[src/hdl/mie_pkg.sv]
`default_nettype none

package mie_pkg;

    localparam int FIELD_BITS = 32;

    typedef enum logic [2:0] {
        ST_IDLE,
        ST_CHECK_N,
        ST_DIV_INIT,
        ST_UPD_INIT,
        ST_CHECK_R,
        ST_DIV_LOOP,
        ST_UPD_LOOP,
        ST_FINISH
    } state_t;

    // controller -> datapath
    typedef struct packed {
        logic load;      // capture operands
        logic div_init;  // start value / modulus
        logic div_loop;  // start r0 / r1
        logic div_step;  // one quotient bit
        logic upd_init;  // seed remainders and coefficients
        logic upd_loop;  // one Euclid update
        logic finish;    // load output register
    } ctrl_cmd_t;

    // datapath -> controller
    typedef struct packed {
        logic n_zero;
        logic r1_zero;
        logic div_last;
    } dp_status_t;

endpackage

`default_nettype wire

[src/hdl/mie_datapath.sv]
`default_nettype none

module mie_datapath
    import mie_pkg::*;
#(
    parameter int WORD_BITS = 32
) (
    input  wire logic                  clk,
    input  wire ctrl_cmd_t             cmd,
    output dp_status_t                 status,
    input  wire logic [FIELD_BITS-1:0] value,
    input  wire logic [FIELD_BITS-1:0] modulus,
    output logic                       found,
    output logic [FIELD_BITS-1:0]      inverse,
    output logic [FIELD_BITS-1:0]      divisor
);

    localparam int W        = WORD_BITS;
    localparam int IN_BITS  = (W < FIELD_BITS) ? W : FIELD_BITS;
    localparam int CNT_BITS = $clog2(W);

    logic [W-1:0]        a_reg, n_reg;
    logic [W-1:0]        r0_reg, r1_reg;
    logic [W-1:0]        t0_reg, t1_reg;   // coefficient magnitudes
    logic                neg0_reg, neg1_reg;
    logic [W-1:0]        rem_reg, dvd_reg, dsr_reg, prod_reg;
    logic [CNT_BITS-1:0] cnt_reg;

    logic                found_reg;
    logic [W-1:0]        inv_reg, gcd_reg;

    // restoring division step, quotient times t1 built alongside
    logic [W:0]   shifted;
    logic [W:0]   diff;
    logic         qbit;
    logic [W-1:0] rem_step;
    logic [W-1:0] prod_step;

    // result forming
    logic         n_zero;
    logic [W-1:0] t_red;
    logic         found_c;
    logic [W-1:0] inv_c;
    logic [W-1:0] gcd_c;

    always_comb
    begin
        shifted   = {rem_reg, dvd_reg[W-1]};
        diff      = shifted - {1'b0, dsr_reg};
        qbit      = ~diff[W];
        rem_step  = qbit ? diff[W-1:0] : shifted[W-1:0];
        prod_step = {prod_reg[W-2:0], 1'b0} + (qbit ? t1_reg : '0);
    end

    always_comb
    begin
        n_zero  = (n_reg == '0);
        // t0 never exceeds n, so one subtract reduces it
        t_red   = (t0_reg >= n_reg) ? (t0_reg - n_reg) : t0_reg;
        found_c = ~n_zero && (r0_reg == W'(1));
        if (!found_c)
        begin
            inv_c = '0;
        end
        else if (neg0_reg && (t_red != '0))
        begin
            inv_c = n_reg - t_red;
        end
        else
        begin
            inv_c = t_red;
        end
        gcd_c = n_zero ? a_reg : r0_reg;
    end

    always_ff @(posedge clk)
    begin
        if (cmd.load)
        begin
            a_reg <= W'(value[IN_BITS-1:0]);
            n_reg <= W'(modulus[IN_BITS-1:0]);
        end
        else if (cmd.div_init || cmd.div_loop)
        begin
            rem_reg  <= '0;
            prod_reg <= '0;
            cnt_reg  <= '0;
            dvd_reg  <= cmd.div_init ? a_reg : r0_reg;
            dsr_reg  <= cmd.div_init ? n_reg : r1_reg;
        end
        else if (cmd.div_step)
        begin
            rem_reg  <= rem_step;
            prod_reg <= prod_step;
            dvd_reg  <= {dvd_reg[W-2:0], 1'b0};
            cnt_reg  <= cnt_reg + 1'b1;
        end
        else if (cmd.upd_init)
        begin
            r0_reg   <= n_reg;
            r1_reg   <= rem_reg;
            t0_reg   <= '0;
            t1_reg   <= W'(1);
            neg0_reg <= 1'b0;
            neg1_reg <= 1'b0;
        end
        else if (cmd.upd_loop)
        begin
            r0_reg   <= r1_reg;
            r1_reg   <= rem_reg;
            t0_reg   <= t1_reg;
            t1_reg   <= t0_reg + prod_reg;
            neg0_reg <= neg1_reg;
            neg1_reg <= ~neg1_reg;
        end

        if (cmd.finish)
        begin
            found_reg <= found_c;
            inv_reg   <= inv_c;
            gcd_reg   <= gcd_c;
        end
    end

    always_comb
    begin
        status.n_zero   = n_zero;
        status.r1_zero  = (r1_reg == '0);
        status.div_last = (cnt_reg == CNT_BITS'(W - 1));
    end

    assign found   = found_reg;
    assign inverse = FIELD_BITS'(inv_reg);
    assign divisor = FIELD_BITS'(gcd_reg);

endmodule

`default_nettype wire

[src/hdl/mie_ctrl.sv]
`default_nettype none

module mie_ctrl
    import mie_pkg::*;
(
    input  wire logic       clk,
    input  wire logic       rst_n,
    input  wire logic       s_tvalid,
    output logic            s_tready,
    output logic            m_tvalid,
    input  wire logic       m_tready,
    input  wire dp_status_t status,
    output ctrl_cmd_t       cmd
);

    state_t state_reg, state_next;
    logic   m_valid_reg, m_valid_next;

    always_ff @(posedge clk or negedge rst_n)
    begin
        if (!rst_n)
        begin
            state_reg   <= ST_IDLE;
            m_valid_reg <= 1'b0;
        end
        else
        begin
            state_reg   <= state_next;
            m_valid_reg <= m_valid_next;
        end
    end

    always_comb
    begin
        state_next = state_reg;
        cmd        = '0;
        s_tready   = 1'b0;

        case (state_reg)
            ST_IDLE:
            begin
                s_tready = 1'b1;
                if (s_tvalid)
                begin
                    cmd.load   = 1'b1;
                    state_next = ST_CHECK_N;
                end
            end
            ST_CHECK_N:
            begin
                if (status.n_zero)
                begin
                    state_next = ST_FINISH;
                end
                else
                begin
                    cmd.div_init = 1'b1;
                    state_next   = ST_DIV_INIT;
                end
            end
            ST_DIV_INIT:
            begin
                cmd.div_step = 1'b1;
                if (status.div_last)
                begin
                    state_next = ST_UPD_INIT;
                end
            end
            ST_UPD_INIT:
            begin
                cmd.upd_init = 1'b1;
                state_next   = ST_CHECK_R;
            end
            ST_CHECK_R:
            begin
                if (status.r1_zero)
                begin
                    state_next = ST_FINISH;
                end
                else
                begin
                    cmd.div_loop = 1'b1;
                    state_next   = ST_DIV_LOOP;
                end
            end
            ST_DIV_LOOP:
            begin
                cmd.div_step = 1'b1;
                if (status.div_last)
                begin
                    state_next = ST_UPD_LOOP;
                end
            end
            ST_UPD_LOOP:
            begin
                cmd.upd_loop = 1'b1;
                state_next   = ST_CHECK_R;
            end
            ST_FINISH:
            begin
                // wait for the output register to be free
                if (!m_valid_reg || m_tready)
                begin
                    cmd.finish = 1'b1;
                    state_next = ST_IDLE;
                end
            end
            default:
            begin
                state_next = ST_IDLE;
            end
        endcase
    end

    always_comb
    begin
        if (cmd.finish)
        begin
            m_valid_next = 1'b1;
        end
        else if (m_tready)
        begin
            m_valid_next = 1'b0;
        end
        else
        begin
            m_valid_next = m_valid_reg;
        end
    end

    assign m_tvalid = m_valid_reg;

endmodule

`default_nettype wire

[src/hdl/modular_inverse_ext_euclid_core.sv]
// Channel | Dir | Signals                    | Contents (lowest bit first)
// s       | in  | s_tvalid s_tready s_tdata  | value[31:0], modulus[31:0]
// m       | out | m_tvalid m_tready m_tdata  | inverse[31:0], divisor[31:0]
//         |     | m_tuser                    | found
//
// A transaction loads the operands, checks the modulus, divides the value by
// the modulus, then runs Euclid steps (division plus update) until r1 is zero.
// Each step is bounded by the bit-serial divider: one quotient bit per cycle.
// A zero modulus skips the divider and goes from the modulus check to the finish state.
// Reset is asynchronous, active low; no clearing pass is needed.
// A finished result waits in the output register; the next transaction is
// accepted while it waits, and only the final write stalls on m_tready.
`default_nettype none

module modular_inverse_ext_euclid_core
    import mie_pkg::*;
#(
    parameter int WORD_BITS = 32     // internal operand width, 8..64
) (
    input  wire logic                    clk,
    input  wire logic                    rst_n,
    // input transaction
    input  wire logic                    s_tvalid,
    output logic                         s_tready,
    input  wire logic [2*FIELD_BITS-1:0] s_tdata,   // value, modulus
    // result transaction
    output logic                         m_tvalid,
    input  wire logic                    m_tready,
    output logic [2*FIELD_BITS-1:0]      m_tdata,   // inverse, divisor
    output logic [0:0]                   m_tuser    // found
);

    ctrl_cmd_t  cmd;
    dp_status_t status;

    logic                  found;
    logic [FIELD_BITS-1:0] inverse;
    logic [FIELD_BITS-1:0] divisor;

    // sequencer: operand load, divisions, coefficient updates, output write
    mie_ctrl u_ctrl (
        .clk      (clk),
        .rst_n    (rst_n),
        .s_tvalid (s_tvalid),
        .s_tready (s_tready),
        .m_tvalid (m_tvalid),
        .m_tready (m_tready),
        .status   (status),
        .cmd      (cmd)
    );

    // remainders, signed coefficients, shared divider, output register
    mie_datapath #(
        .WORD_BITS (WORD_BITS)
    ) u_dp (
        .clk     (clk),
        .cmd     (cmd),
        .status  (status),
        .value   (s_tdata[FIELD_BITS-1:0]),
        .modulus (s_tdata[2*FIELD_BITS-1:FIELD_BITS]),
        .found   (found),
        .inverse (inverse),
        .divisor (divisor)
    );

    assign m_tdata = {divisor, inverse};
    assign m_tuser = found;

endmodule

`default_nettype wire

[config.mk]
export PLATFORM = sky130hd
export DESIGN_NAME = modular_inverse_ext_euclid_core
export DESIGN_NICKNAME = d
export VERILOG_FILES = /design/src/hdl/mie_pkg.sv /design/src/hdl/mie_datapath.sv /design/src/hdl/mie_ctrl.sv /design/src/hdl/modular_inverse_ext_euclid_core.sv
export SDC_FILE = /design/constraint.sdc
export NUM_CORES = 1
export LEC_CHECK = 0
export ABC_AREA = 0
export BUFFER_PORTS_ARGS = -buffer_cell sky130_fd_sc_hd__buf_2
export CAP_MARGIN = 20
export CORE_ASPECT_RATIO = 0.9
export CORE_UTILIZATION = 30
export CTS_CLUSTER_SIZE = 20
export DETAILED_ROUTE_END_ITERATION = 8
export SYNTH_ARGS = -nofsm -noshare
export SYNTH_HDL_FRONTEND = slang
export SYNTH_SLANG_ARGS = --single-unit
[constraint.sdc]
create_clock -name clk -period 11.1 [get_ports clk]
set_input_delay 2.22 -clock clk [delete_from_list [all_inputs] [get_ports clk]]
set_output_delay 2.22 -clock clk [all_outputs]
set_load 0.005 [all_outputs]
==> flow_metrics.env <==
export IMPL_status="finished, violations left"
export IMPL_violations="design-rule violations"
export IMPL_die_h_um=271.5
export IMPL_htree_levels=2
export IMPL_max_stage_delay_ps=670
export IMPL_crit_family="compound AO/OA/AOI/OAI gates"
export IMPL_dieArea_mm2=0.08186
export IMPL_clockBufferDepth=3
export IMPL_syn_area_mm2=0.02421
export IMPL_clock_latency_ps=600
export IMPL_multi_input_area_mm2=0.01163
export IMPL_setup_viol=0
export IMPL_grt_max_degree=99
export IMPL_endpoint_kind="flop"
export IMPL_hold_start="u_dp.rem_reg[10]"
export IMPL_clockRootBuffer="clkbuf_16"
export IMPL_yosys_warnings=0
export IMPL_via_per_inst=5.074
export IMPL_drive_gt1_share_pct=12.08
export IMPL_cp_num_buf_inv=0
export IMPL_synth_async_reset_ratio_pct=1.010
export IMPL_wl_um=65770
export IMPL_clk_pin_slew_ps=60
export IMPL_hold_path_class="flop to flop"
export IMPL_drt_pass1_iter_count=8
export IMPL_rsz0062_at_grt="false"
export IMPL_globalplace_congestion=0.9162
export IMPL_synth_avg_cell_area_um2=10.60
export IMPL_ys_seq_area_share_pct=49.03
export IMPL_critical_path_slowest_cell="o41ai_1"
export IMPL_cap_violations=0
export IMPL_dr_total_vias=17630
export IMPL_synth_edf_count=392
export IMPL_drtIter0Drc=1239
export IMPL_fin_crit_sh_pct=85.12
export IMPL_tightest_slew_ps=1056
export IMPL_grt_pass1_vias=16920
export IMPL_skew_ps=29.19
export IMPL_antenna_found_initial=1
export IMPL_startpoint="u_dp.dsr_reg[0]"
export IMPL_final_common_cell="edfxtp_1"
export IMPL_cts_setup_buffers=0
export IMPL_cp_required_ps=11410
export IMPL_dp_final_hpwl_um=48410
export IMPL_grt_pass1_wl_um=100200
export IMPL_timing_fmax_mhz=105.8
export IMPL_drv_slew=0
export IMPL_core_area_mm2=0.07970
export IMPL_initial_core_util_pct=30.38
export IMPL_critPathMaxFanout=11
export IMPL_final_nets=2612
export IMPL_cts_resized=0
export IMPL_synthCells=2285
export IMPL_grt_overflow=0
export IMPL_syn2layout_area_growth_pct=13.23
export IMPL_slew_headroom_pct=29.58
export IMPL_rows=98
export IMPL_critPathLaunchType="flop"
export IMPL_ys_ff_latch=396
export IMPL_final_cell_mix="edfxtp_1 (392), nor2_1 (228), o21ai_0 (150), nand2_1 (150), a21oi_1 (142)"
export IMPL_ios=135
export IMPL_hold_buffers=0
export IMPL_cts_sinks=396
export IMPL_hold_viol=0
export IMPL_path_class="flop to flop"
export IMPL_drtAntennaViolNets=0
export IMPL_crit_reg2reg_launch="u_dp.dsr_reg[0]"
export IMPL_synth_distinct_cells=97
export IMPL_cts_made_buffers=43
export IMPL_drc=18
export IMPL_fillers=8020
export IMPL_portBuffers=134
export IMPL_grtUsageTotal_pct=15.84
export IMPL_antenna_cells=0
export IMPL_fin_crit_ps=9448
export IMPL_cp_common_cell="a21oi_1"
export IMPL_critPathArrivalTime_ps=9750
export IMPL_chipWidth_um=301.5
export IMPL_setup_tns_ps=0
export IMPL_post_drt_wl_per_cell_um=18.93
export IMPL_register_area_mm2=0.01187
export IMPL_cts_tree="yes"
export IMPL_syn_num_nets=2498
export IMPL_synthFlopType="edfxtp_1"
-- synth_stat cells, types with 5 or more instances --
cell type  number  area (um^2)
a211oi_1       24        180.2
a21boi_0       12        90.09
a21o_1         43        322.8
a21oi_1       142        710.7
a31oi_1        20        125.1
and2_1         82        513.0
and3_1         13        81.33
buf_2           8        40.04
clkbuf_1       66        247.7
edfxtp_1      392        11770
fa_1            5        100.1
ha_1          140         1752
inv_1         125        469.2
maj3_1          6        60.06
maj3_2          5        56.30
mux2_2         35        394.1
mux2i_1        71        710.7
nand2_1       151        566.8
nand2b_1       23        143.9
nand3_1        39        195.2
nand4_1        18        112.6
nor2_1        231        867.1
nor2b_1        24        150.1
nor3_1         51        255.2
nor4_1         27        168.9
o2111a_1        5        56.30
o211a_1         6        60.06
o211ai_1       18        135.1
o21a_1         20        150.1
o21ai_0       150        750.7
o21ai_1         7        35.03
o21bai_1       19        142.6
o31a_1          7        61.31
o31ai_1        16        120.1
or2_2           8        50.05
or3_1          24        150.1
xnor2_1        94        823.3
xor2_1         38        332.8
-- kinds of logic (layout without fill, tap and decap cells) --
kind of cell               count (synthesis)  count (layout)  share of synthesized area (%)
AOI/OAI and AO/OA                        560             560                          15.12
xor gates and xnor gates                 135             135                          5.059
adders and majority gates                156             156                          8.128
buffers and inverters                    208             348                          3.312
DFF                                      396             396                          49.03
muxes                                    108             108                          4.702
and+or+nand+nor                          722             722                          14.65
-- final cells by class --
class                      instances  area share [%]
timing repair buffer             150           2.957
inverter                         127           1.739
clock buffer                      50           4.020
clock inverter                    21          0.7849
sequential                       396           43.30
tap                             1050           4.791
multi-input combinational       1681           42.41
-- final timing paths --
check | endpoint | slack, ps | cells past startpoint
max in group asynchronous | u_ctrl.m_tvalid | 9480 | 1
worst max register to register | u_dp.prod_reg[31] | 1650 | 36
worst max-delay path | u_dp.prod_reg[31] | 1650 | 36
worst min register to register | u_dp.r1_reg[10] | 480 | 0
min in group asynchronous | u_ctrl.state_reg[0] | 1450 | 1
worst min-delay path | u_dp.r1_reg[10] | 480 | 0
-- layer usage --
metal	up-vias	GRT usage [%]	part of all wire (%)
met4	2	3.615	2.0
met1	8401	22.67	48
li1	8680	-	-
met3	84	2.361	5.5
met5	-	0	0.020
met2	465	25.06	45
-- stage by stage --
step	hold slack, ps	std cells	util [%]	instance area, um^2	setup WS (ps)
3_5_place_dp	468.9	3403	32.71	26070	1693
2_1_floorplan	446.0	2285	-	24210	30.99
6_report	476.5	3475	34.40	27420	1652
3_3_place_gp	460.3	3403	32.71	26070	1899
4_1_cts	474.0	3474	34.37	27390	1593
5_1_grt	488.5	3475	34.40	27420	747.9
-- worst register-to-register path, delay by kind of cell (launching register included) --
kind / cells / cell delay [ps]
adders and majority gates: 4 / 1300
DFF: 1 / 370
xor gates and xnor gates: 1 / 220
and+or+nand+nor: 5 / 700
AOI/OAI and AO/OA: 26 / 6580
Power is not shown: default switching activity piles up to over one toggle a cycle in this logic, so the estimate is an artifact.
